<file path="src/rtl/gal_pkg.sv">
`default_nettype none

package gal_pkg;

   // Controller states.
   typedef enum logic [2:0] {
      ST_IDLE,
      ST_COMMON,
      ST_STRIP_X,
      ST_REDUCE,
      ST_DIVIDE,
      ST_MULTIPLY,
      ST_DONE
   } state_type;

   // Datapath operations issued by the controller, one per cycle.
   typedef enum logic [3:0] {
      OP_NONE,
      OP_LOAD,
      OP_ZERO,
      OP_HALVE_BOTH,
      OP_HALVE_X,
      OP_REDUCE,
      OP_FORM_GCD,
      OP_DIV_STEP,
      OP_MULTIPLY
   } op_type;

   // Flags the datapath reports back to the controller.
   typedef struct packed {
      logic either_zero;
      logic x_even;
      logic y_even;
      logic y_zero;
      logic div_last;
   } status_type;

endpackage

`default_nettype wire

</file>
<file path="src/rtl/gal_ctrl.sv">
`default_nettype none

module gal_ctrl (
   input  wire                  clock,
   input  wire                  reset,
   input  wire                  start,
   input  gal_pkg::status_type  status,
   output gal_pkg::op_type      op,
   output logic                 busy,
   output logic                 done
);

   gal_pkg::state_type state_ff;
   gal_pkg::state_type state_in;

   always_ff @(posedge clock) begin
      if (reset) begin
         state_ff <= gal_pkg::ST_IDLE;
      end else begin
         state_ff <= state_in;
      end
   end

   // Next state.
   always_comb begin
      state_in = state_ff;
      unique case (state_ff)
         gal_pkg::ST_IDLE: begin
            if (start) state_in = gal_pkg::ST_COMMON;
         end
         gal_pkg::ST_COMMON: begin
            if (status.either_zero) state_in = gal_pkg::ST_DONE;
            else if (!(status.x_even && status.y_even)) state_in = gal_pkg::ST_STRIP_X;
         end
         gal_pkg::ST_STRIP_X: begin
            if (!status.x_even) state_in = gal_pkg::ST_REDUCE;
         end
         gal_pkg::ST_REDUCE: begin
            if (status.y_zero) state_in = gal_pkg::ST_DIVIDE;
         end
         gal_pkg::ST_DIVIDE: begin
            if (status.div_last) state_in = gal_pkg::ST_MULTIPLY;
         end
         gal_pkg::ST_MULTIPLY: begin
            state_in = gal_pkg::ST_DONE;
         end
         gal_pkg::ST_DONE: begin
            state_in = gal_pkg::ST_IDLE;
         end
         default: begin
            state_in = gal_pkg::ST_IDLE;
         end
      endcase
   end

   // Outputs.
   always_comb begin
      op   = gal_pkg::OP_NONE;
      busy = 1'b1;
      done = 1'b0;
      unique case (state_ff)
         gal_pkg::ST_IDLE: begin
            busy = 1'b0;
            if (start) op = gal_pkg::OP_LOAD;
         end
         gal_pkg::ST_COMMON: begin
            if (status.either_zero) op = gal_pkg::OP_ZERO;
            else if (status.x_even && status.y_even) op = gal_pkg::OP_HALVE_BOTH;
         end
         gal_pkg::ST_STRIP_X: begin
            if (status.x_even) op = gal_pkg::OP_HALVE_X;
         end
         gal_pkg::ST_REDUCE: begin
            if (status.y_zero) op = gal_pkg::OP_FORM_GCD;
            else op = gal_pkg::OP_REDUCE;
         end
         gal_pkg::ST_DIVIDE: begin
            op = gal_pkg::OP_DIV_STEP;
         end
         gal_pkg::ST_MULTIPLY: begin
            op = gal_pkg::OP_MULTIPLY;
         end
         gal_pkg::ST_DONE: begin
            done = 1'b1;
         end
         default: begin
            busy = 1'b1;
         end
      endcase
   end

endmodule

`default_nettype wire

</file>
<file path="src/rtl/gal_dp.sv">
`default_nettype none

module gal_dp #(
   parameter int OPERAND_BITS = 31
) (
   input  wire                         clock,
   input  gal_pkg::op_type             op,
   input  wire  [OPERAND_BITS-1:0]     operand_a,
   input  wire  [OPERAND_BITS-1:0]     operand_b,
   output gal_pkg::status_type         status,
   output logic [OPERAND_BITS-1:0]     divisor_result,
   output logic [2*OPERAND_BITS-1:0]   multiple_result,
   output logic                        both_zero
);

   localparam int N        = OPERAND_BITS;
   localparam int CNT_BITS = $clog2(N);

   logic [N-1:0]        a_ff, a_in, b_ff, b_in;
   logic [N-1:0]        x_ff, x_in, y_ff, y_in;
   logic [CNT_BITS-1:0] shift_ff, shift_in;
   logic [N-1:0]        g_ff, g_in;
   logic [N-1:0]        rem_ff, rem_in, quo_ff, quo_in;
   logic [CNT_BITS-1:0] cnt_ff, cnt_in;
   logic [2*N-1:0]      m_ff, m_in;
   logic                zero_ff, zero_in;

   logic                x_gt_y;
   logic [N-1:0]        diff_xy;
   logic [N:0]          partial;
   logic [N:0]          partial_diff;
   logic                fits;

   assign x_gt_y  = x_ff > y_ff;
   assign diff_xy = x_gt_y ? (x_ff - y_ff) : (y_ff - x_ff);

   // One restoring division step: shift the next dividend bit in, subtract when it fits.
   assign partial      = {rem_ff, quo_ff[N-1]};
   assign partial_diff = partial - {1'b0, g_ff};
   assign fits         = partial >= {1'b0, g_ff};

   always_comb begin
      a_in     = a_ff;
      b_in     = b_ff;
      x_in     = x_ff;
      y_in     = y_ff;
      shift_in = shift_ff;
      g_in     = g_ff;
      rem_in   = rem_ff;
      quo_in   = quo_ff;
      cnt_in   = cnt_ff;
      m_in     = m_ff;
      zero_in  = zero_ff;
      unique case (op)
         gal_pkg::OP_LOAD: begin
            a_in     = operand_a;
            b_in     = operand_b;
            x_in     = operand_a;
            y_in     = operand_b;
            shift_in = '0;
         end
         gal_pkg::OP_ZERO: begin
            g_in    = a_ff | b_ff;
            m_in    = '0;
            zero_in = (a_ff == '0) && (b_ff == '0);
         end
         gal_pkg::OP_HALVE_BOTH: begin
            x_in     = x_ff >> 1;
            y_in     = y_ff >> 1;
            shift_in = shift_ff + 1'b1;
         end
         gal_pkg::OP_HALVE_X: begin
            x_in = x_ff >> 1;
         end
         gal_pkg::OP_REDUCE: begin
            if (!y_ff[0]) begin
               y_in = y_ff >> 1;
            end else begin
               x_in = x_gt_y ? y_ff : x_ff;
               y_in = diff_xy;
            end
         end
         gal_pkg::OP_FORM_GCD: begin
            g_in    = x_ff << shift_ff;
            rem_in  = '0;
            quo_in  = a_ff;
            cnt_in  = '0;
            zero_in = 1'b0;
         end
         gal_pkg::OP_DIV_STEP: begin
            rem_in = fits ? partial_diff[N-1:0] : partial[N-1:0];
            quo_in = {quo_ff[N-2:0], fits};
            cnt_in = cnt_ff + 1'b1;
         end
         gal_pkg::OP_MULTIPLY: begin
            m_in = {{N{1'b0}}, quo_ff} * {{N{1'b0}}, b_ff};
         end
         default: begin
            m_in = m_ff;
         end
      endcase
   end

   always_ff @(posedge clock) begin
      a_ff     <= a_in;
      b_ff     <= b_in;
      x_ff     <= x_in;
      y_ff     <= y_in;
      shift_ff <= shift_in;
      g_ff     <= g_in;
      rem_ff   <= rem_in;
      quo_ff   <= quo_in;
      cnt_ff   <= cnt_in;
      m_ff     <= m_in;
      zero_ff  <= zero_in;
   end

   assign status.either_zero = (a_ff == '0) || (b_ff == '0);
   assign status.x_even      = !x_ff[0];
   assign status.y_even      = !y_ff[0];
   assign status.y_zero      = (y_ff == '0);
   assign status.div_last    = (cnt_ff == CNT_BITS'(N - 1));

   assign divisor_result  = g_ff;
   assign multiple_result = m_ff;
   assign both_zero       = zero_ff;

endmodule

`default_nettype wire

</file>
<file path="src/rtl/gcd_and_lcm.sv">
`default_nettype none

// Channel   Handshake                 Payload
// request   start, busy               req_operand_a, req_operand_b
// response  rsp_valid (strobe)        rsp_divisor_result, rsp_multiple_result, rsp_both_zero
//
// A beat is taken on a rising edge with start high and busy low; busy then stays high
// until the response strobe has been shown. Binary GCD strips common factors of two
// (one bit per cycle), strips the first operand, then runs a subtract-or-halve loop;
// a one-bit-per-cycle restoring divider forms a/g, and a single multiply step gives
// the multiple. A beat whose operand is zero skips the loop, the divider and the
// multiply. Reset is synchronous and clears only the controller. The receiver cannot
// stall: the response is valid for exactly one cycle.

module gcd_and_lcm #(
   parameter int OPERAND_BITS = 31
) (
   input  wire                         clock,
   input  wire                         reset,
   input  wire                         start,
   output logic                        busy,
   input  wire  [OPERAND_BITS-1:0]     req_operand_a,
   input  wire  [OPERAND_BITS-1:0]     req_operand_b,
   output logic                        rsp_valid,
   output logic [OPERAND_BITS-1:0]     rsp_divisor_result,
   output logic [2*OPERAND_BITS-1:0]   rsp_multiple_result,
   output logic                        rsp_both_zero
);

   gal_pkg::op_type     op;
   gal_pkg::status_type status;

   // The controller sequences the phases of the algorithm and owns the handshake.
   gal_ctrl u_ctrl (
      .clock  (clock),
      .reset  (reset),
      .start  (start),
      .status (status),
      .op     (op),
      .busy   (busy),
      .done   (rsp_valid)
   );

   // The datapath holds the operands, the reduction pair, the divider and the
   // product; its result registers stay stable while the strobe is shown.
   gal_dp #(
      .OPERAND_BITS (OPERAND_BITS)
   ) u_dp (
      .clock           (clock),
      .op              (op),
      .operand_a       (req_operand_a),
      .operand_b       (req_operand_b),
      .status          (status),
      .divisor_result  (rsp_divisor_result),
      .multiple_result (rsp_multiple_result),
      .both_zero       (rsp_both_zero)
   );

   // An accepted beat makes the block busy on the next cycle.
   a_accept_busy: assert property (@(posedge clock) disable iff (reset)
      (start && !busy) |=> busy)
      else $error("block not busy after accepting a beat");

   // The response strobe lasts a single cycle.
   a_strobe_single: assert property (@(posedge clock) disable iff (reset)
      rsp_valid |=> !rsp_valid)
      else $error("response strobe longer than one cycle");

   // The strobe only appears while a beat is in flight.
   a_strobe_busy: assert property (@(posedge clock) disable iff (reset)
      rsp_valid |-> busy)
      else $error("response strobe while idle");

   // Both operands zero gives zero results.
   a_zero_results: assert property (@(posedge clock) disable iff (reset)
      (rsp_valid && rsp_both_zero) |-> (rsp_divisor_result == '0 && rsp_multiple_result == '0))
      else $error("both-zero response with nonzero results");

endmodule

`default_nettype wire
</file>
<file path="config.mk">
export PLATFORM = sky130hd
export DESIGN_NAME = gcd_and_lcm
export DESIGN_NICKNAME = d
export VERILOG_FILES = /design/src/rtl/gal_pkg.sv /design/src/rtl/gal_ctrl.sv /design/src/rtl/gal_dp.sv /design/src/rtl/gcd_and_lcm.sv
export SDC_FILE = /design/constraint.sdc
export NUM_CORES = 2
export LEC_CHECK = 0
export ABC_AREA = 1
export BUFFER_PORTS_ARGS = -buffer_cell sky130_fd_sc_hd__buf_2
export CAP_MARGIN = 15
export CORE_ASPECT_RATIO = 1.75
export CORE_MARGIN = 5
export CORE_UTILIZATION = 39
export CTS_CLUSTER_DIAMETER = 50
export DETAILED_ROUTE_END_ITERATION = 10
export PLACE_DENSITY = 0.52
export SLEW_MARGIN = 20
export SYNTH_ARGS = -nofsm -noshare
export SYNTH_HDL_FRONTEND = slang
export SYNTH_SLANG_ARGS = --single-unit
</file>
<file path="constraint.sdc">
create_clock -name clock -period 9.59 [get_ports clock]
set_clock_uncertainty 0.2 [all_clocks]
set_input_delay 0.4795 -clock clock [delete_from_list [all_inputs] [get_ports clock]]
set_output_delay 0.4795 -clock clock [all_outputs]
set_load 0.01 [all_outputs]
</file>
; ---- Word-level counts from Yosys, hierarchy flattened
; Index checks and enable logic that the tools add are counted.
; W data, S select, Z words.
[totals]
input_bits = 65
word_cells = 91
regBits = 293
out_inout_bits = 96
[op_classes]
n_addsub = 5
n_lt_le_gt_ge = 2
n_shift = 1
eq_ne = 22
n_mux = 29
n_mul = 1
n_reduce_logical = 18
n_bitwise = 1
[op_table]
columns = op, count
row1 = $pmux W31 S2, 3
row2 = $pmux W31 S3, 2
row3 = $mux W31, 5
row4 = $pmux W62 S2, 1
row5 = $logic_not A31 Y1, 3
row6 = $sub A31 B31 Y31, 3
row7 = $mul A31 B31 Y62, 1
row8 = $ge A32 B31 Y1, 1
row9 = $gt A31 B31 Y1, 1
row10 = $or A31 B31 Y31, 1
row11 = $shl A31 B5 Y31, 1
row12 = $pmux W4 S6, 1
row13 = $mux W3, 7
row14 = $pmux W5 S2, 2
row15 = $pmux W3 S6, 1
row16 = $eq A4 B3 Y1 const B, 4
row17 = $add A5 B1 Y5 const B, 2
row18 = $eq A3 B3 Y1 const B, 3
row19 = $eq A4 B2 Y1 const B, 2
row20 = $reduce_bool A2 Y1, 4
row21 = $eq A3 B2 Y1 const B, 2
row22 = $ne A2 B1 Y1 const B, 3
row23 = $ne A2 B2 Y1 const B, 3
row24 = $reduce_bool A3 Y1, 2
row25 = other kinds (16), 21

; ---- Depth between registers and ports, before layout
[logic_depth]
ltp_word = 9
ltp_mapped = 32
mapped_depth_nobuf = 30

; ---- By module
; From an unflattened synthesis, not the netlist that was laid out.
[hier_totals]
hier_cells = 7028
hier_area_um2 = 53117.2
[modules_own_cells]
columns = mod, instances, area_per_inst_um2, cells_per_inst, seq_area_each_um2
row1 = gal_dp, 1, 52783.1, 6976, 8708.4
row2 = gal_ctrl, 1, 334.1, 52, 60.1

; ---- Worst setup path before layout
; Ideal clock, no wire load.
[synth_path]
path_kind = flip-flop to flip-flop
start = register u_dp.b_ff[16]
end = register u_dp.m_ff[60] (netlist: u_dp.multiple_result[60]), data pin
n_path_buf = 2
arrival_time_ns = 6.305
required_time_ns = 9.135
setup_slack_ns = 2.830
stages_incl_launch_ff = 28
setup_time_ns = 0.255
period_less_slack_ns = 6.760
path_cell_list = edfxtp_1 > clkbuf_1 > clkbuf_1 > nand2_1 > inv_1 > fa_1 > inv_1 > fa_1 > inv_1 > fa_1 > inv_1 > fa_1 > inv_1 > fa_1 > fa_1 > fa_1 > fa_1 > ha_1 > nand2_1 > nor2_1 > inv_1 > nor2_1 > inv_1 > or2_2 > nand3_1 > nand2_1 > a21oi_1 > nor2_1
[synth_between]
elab_chain_len = 6
elab_cells_between_ends = 8
cone_classes = mul: 1 / eq/ne: 2 / mux: 3 / reduce/logical: 2
[synth_rtl]
columns = item, line_no
row1 = start: declaration, gal_dp.sv:19  ; logic [N-1:0] a_ff, a_in, b_ff, b_in;
row2 = start signal: assignment, gal_dp.sv:106  ; b_ff <= b_in;
row3 = "parallel branches: the longest is 5 deep, another holds $mul A31 B31 Y62", n/a
row4 = $pmux W62 S2 *, gal_dp.sv:54  ; unique case (op)
row5 = end signal: assignment, gal_dp.sv:114  ; m_ff <= m_in;
row6 = end: declaration, gal_dp.sv:25  ; logic [2*N-1:0] m_ff, m_in;
; Every way passes the cells marked *.
; A chain may end at the register's enable or synchronous reset.

; ---- Worst setup path in the final report
[layout_path]
start = register u_dp.b_ff[4]
end = register u_dp.m_ff[44] (netlist: u_dp.multiple_result[44]), data pin
; The elaborated chain is that of the path after synthesis.

==> key figures <==
Setup path
  – Startpoint types: register
  – WS Path Type: reg -> reg
  – Data required time of the worst path: 9830 ps
  – Cell repeated most along the worst path: fa_1
  – R2R Path End: u_dp.multiple_result[44]$_SDFFCE_PN0P_
  – Arrival time worst endpoint: 8750 ps
  – Slowest-stage cell, CP: edfxtp_1
  – Crit path to: u_dp.multiple_result[44]$_SDFFCE_PN0P_
  – Reg2reg start: u_dp.b_ff[4]$_DFFE_PP_
  – Critical Path Start: u_dp.b_ff[4]$_DFFE_PP_
  – Max incr delay on CP: 1140 ps
  – Flop-to-flop setup slack: 1080 ps
  – Worst Setup End Kind: register
  – Number of cells on the worst reg-to-reg path: 26
  – Max FO, Critical Path: 17

Cells and area
  – Cell area after layout: 58120 um2
  – Final nets: 8463
  – Area Overhead vs Synth: 9.299%
  – Fill cell count: 14259
  – Layout cells sized above 1: 5.634%
  – Layout Cells excl Fill: 9053

Detailed routing
  – Wl on met1: 65.12 mm
  – Routed vias/inst: 5.096
  – DRC viols: 0
  – ANT nets after route: 0
  – Met3 wire length: 7.354 mm
  – DRT Pass-1 Iters: 6
  – Vias: 46131
  – First DRT Iteration DRCs: 2987
  – Uppermost layer routed: met5
  – Wire length on met2: 114.5 mm
  – Avg WL per Cell: 23.54 um
  – DRT Wirelength: 213.1 mm

Synthesis
  – Yosys cell types: 54
  – Post-synth top area cell: fa_1
  – Cell with the most instances after synthesis: nand2_1
  – Post-synth top flop: edfxtp_1
  – FFs w/ async S/R, synth: 0%
  – Ranking of synthesized cells by area: fa_1, edfxtp_1, nand2_1, inv_1, ha_1
  – Average size of a mapped cell: 7.464 um2
  – Mapped Cells: 7124
  – Synthesized flop and latch total: 293
  – Synthesized area: 53180 um2
  – Register area share after synthesis: 16.49%
  – Post-synth top cells: nand2_1, inv_1, fa_1
  – Yosys top cell area share: 31.62%
  – Syn nets: 8380
  – Post-synth EDFFs: 290
  – Synth Warn #: 0

STA
  – Setup-failing EPs final: 0
  – Final period util: 88.73%
  – RSZ-0062 raised after global routing: false
  – Setup_tns: 0 ps
  – Period minus WS final: 8509 ps
  – Count of pins over their slew limit: 0
  – Peak Freq: 117.5 MHz
  – Final hold vios: 0
  – Worst relative slew slack: 19.67%
  – Slew at the pin closest to its max-slew limit: 1205 ps

Clocking
  – Sink Count: 293
  – Worst-path clk slew: 70 ps
  – # hold bufs at CTS: 61
  – CTS tree: built
  – Num CTS Buffers: 43
  – Clock Latency Late Sink: 640 ps
  – Deepest clock path buffer count: 3
  – Post-cts repair resize count: 0
  – Clk root buf: clkbuf_16
  – Postcts setup bufs: 0
  – Htree depth: 2

Floorplanning
  – Rows: 179
  – Die area: 144100 um2
  – Die Span Y: 498.5 um
  – Die Wd: 289.1 um
  – IO Pins: 161
  – Core footprint: 135700 um2
  – Starting Density: 39.18%

Worst hold path
  – Worst min-delay path category: in -> reg

Global routing
  – Total gr overflow: 0
  – Global-route wire length before repair: 309.2 mm
  – Number of global-route vias before repair: 49273
  – Initial antenna violation count: 2
  – Total GRT Usage: 29.31%
  – Largest net degree at the start of global routing: 68

Placement
  – GPL Wtd Cong: 0.9796
  – IO Port Bufs: 160
  – Detailed placer's ending HPWL: 178.9 mm
  – Post-Place Cells: 8910
  – Cell Area, Placed: 55970 um2

Job
  – Number of max-cap violations: 0

Status
  – Status: finished clean
## sequential cells by signal, indices dropped and copies added (netlist names)
signal	count
u_dp.both_zero	1
u_dp.divisor_result	31
u_dp.quo_ff	31
u_ctrl.state_ff	3
u_dp.x_ff	31
u_dp.a_ff	31
u_dp.y_ff	31
u_dp.rem_ff	31
u_dp.shift_ff	5
u_dp.multiple_result	62
u_dp.b_ff	31
u_dp.cnt_ff	5
## worst max-delay path: cells and delay by family (launching register included)
family,cells,cell delay [ps]
AOI/OAI and AO/OA,3,770
adders and majority gates,9,4370
buffers and inverters,6,740
DFF,1,1140
and+or+nand+nor,8,1090
## cell families after synthesis
logic type	count (synthesis)	share of synthesized area (%)
muxes	7	0.1318
DFF	293	16.49
AOI/OAI and AO/OA	591	6.054
xor gates and xnor gates	61	1.005
adders and majority gates	1191	39.88
buffers and inverters	2106	15.07
and+or+nand+nor	2875	21.37
## through the flow
stage	hold slack (ps)	worst slack [ps]	utilization, %
5_1_grt	17.95	832.6	42.82
2_1_floorplan	336.2	2830	-
4_1_cts	7.905	1160	42.81
3_3_place_gp	353.3	1141	41.21
6_report	44.08	1081	42.82
3_5_place_dp	347.3	1184	41.24
## area by class of cell
class                      instances  area [um2]  share of cell area (%)
inverter                        1805        6775                   11.66
antenna                            1       2.502                0.004306
clock buffer                      48        1095                   1.884
multi-input combinational       4725       36430                   62.67
sequential                       293        8768                   15.09
timing repair buffer             339        2354                   4.049
clock inverter                    32       435.4                  0.7492
tap                             1810        2265                   3.896
## layout by cell type (no fill, tap or decap), drive strengths merged, types with 2 or more instances in the layout
cell type	instances
nand2	2209
inv	1812
fa	840
nor2	360
ha	351
edfxtp	290
buf	278
o21ai	244
a21oi	236
nand3	191
dlygate4sd3	61
clkbuf	48
xor2	39
nor3	37
nand4	35
o22ai	28
xnor2	22
o211ai	22
o21bai	19
clkinv	19
or2	17
a31oi	13
o21a	12
nor4	12
a21boi	8
a21o	7
mux2i	7
and2	6
bufinv	4
dfxtp	3
nor3b	3
nand3b	3
and3	2
clkinvlp	2
## how the worst min path moves through the flow
stage,from,to,slack (ps),depth (start not counted)
floorplan,u_ctrl.state_ff[2]$_SDFFE_PP0P_,u_ctrl.state_ff[0]$_SDFFE_PP0P_,340,3
global placement,u_dp.quo_ff[20]$_DFFE_PP_,u_dp.quo_ff[21]$_DFFE_PP_,350,2
detailed placement,u_dp.quo_ff[20]$_DFFE_PP_,u_dp.quo_ff[21]$_DFFE_PP_,350,2
CTS,req_operand_a[28],u_dp.a_ff[28]$_DFFE_PP_,8,1
global route,req_operand_a[28],u_dp.a_ff[28]$_DFFE_PP_,20,1
finish,req_operand_a[22],u_dp.a_ff[22]$_DFFE_PP_,40,1
## layer usage
metal	vias to the layer above	track usage (%)
li1	21165	-
met1	22723	26.79
met2	1514	55.53
met3	727	2.534
met4	2	27.34
met5	-	0
Power is not shown: default switching activity piles up to over one toggle a cycle in this logic, so the estimate is an artifact.
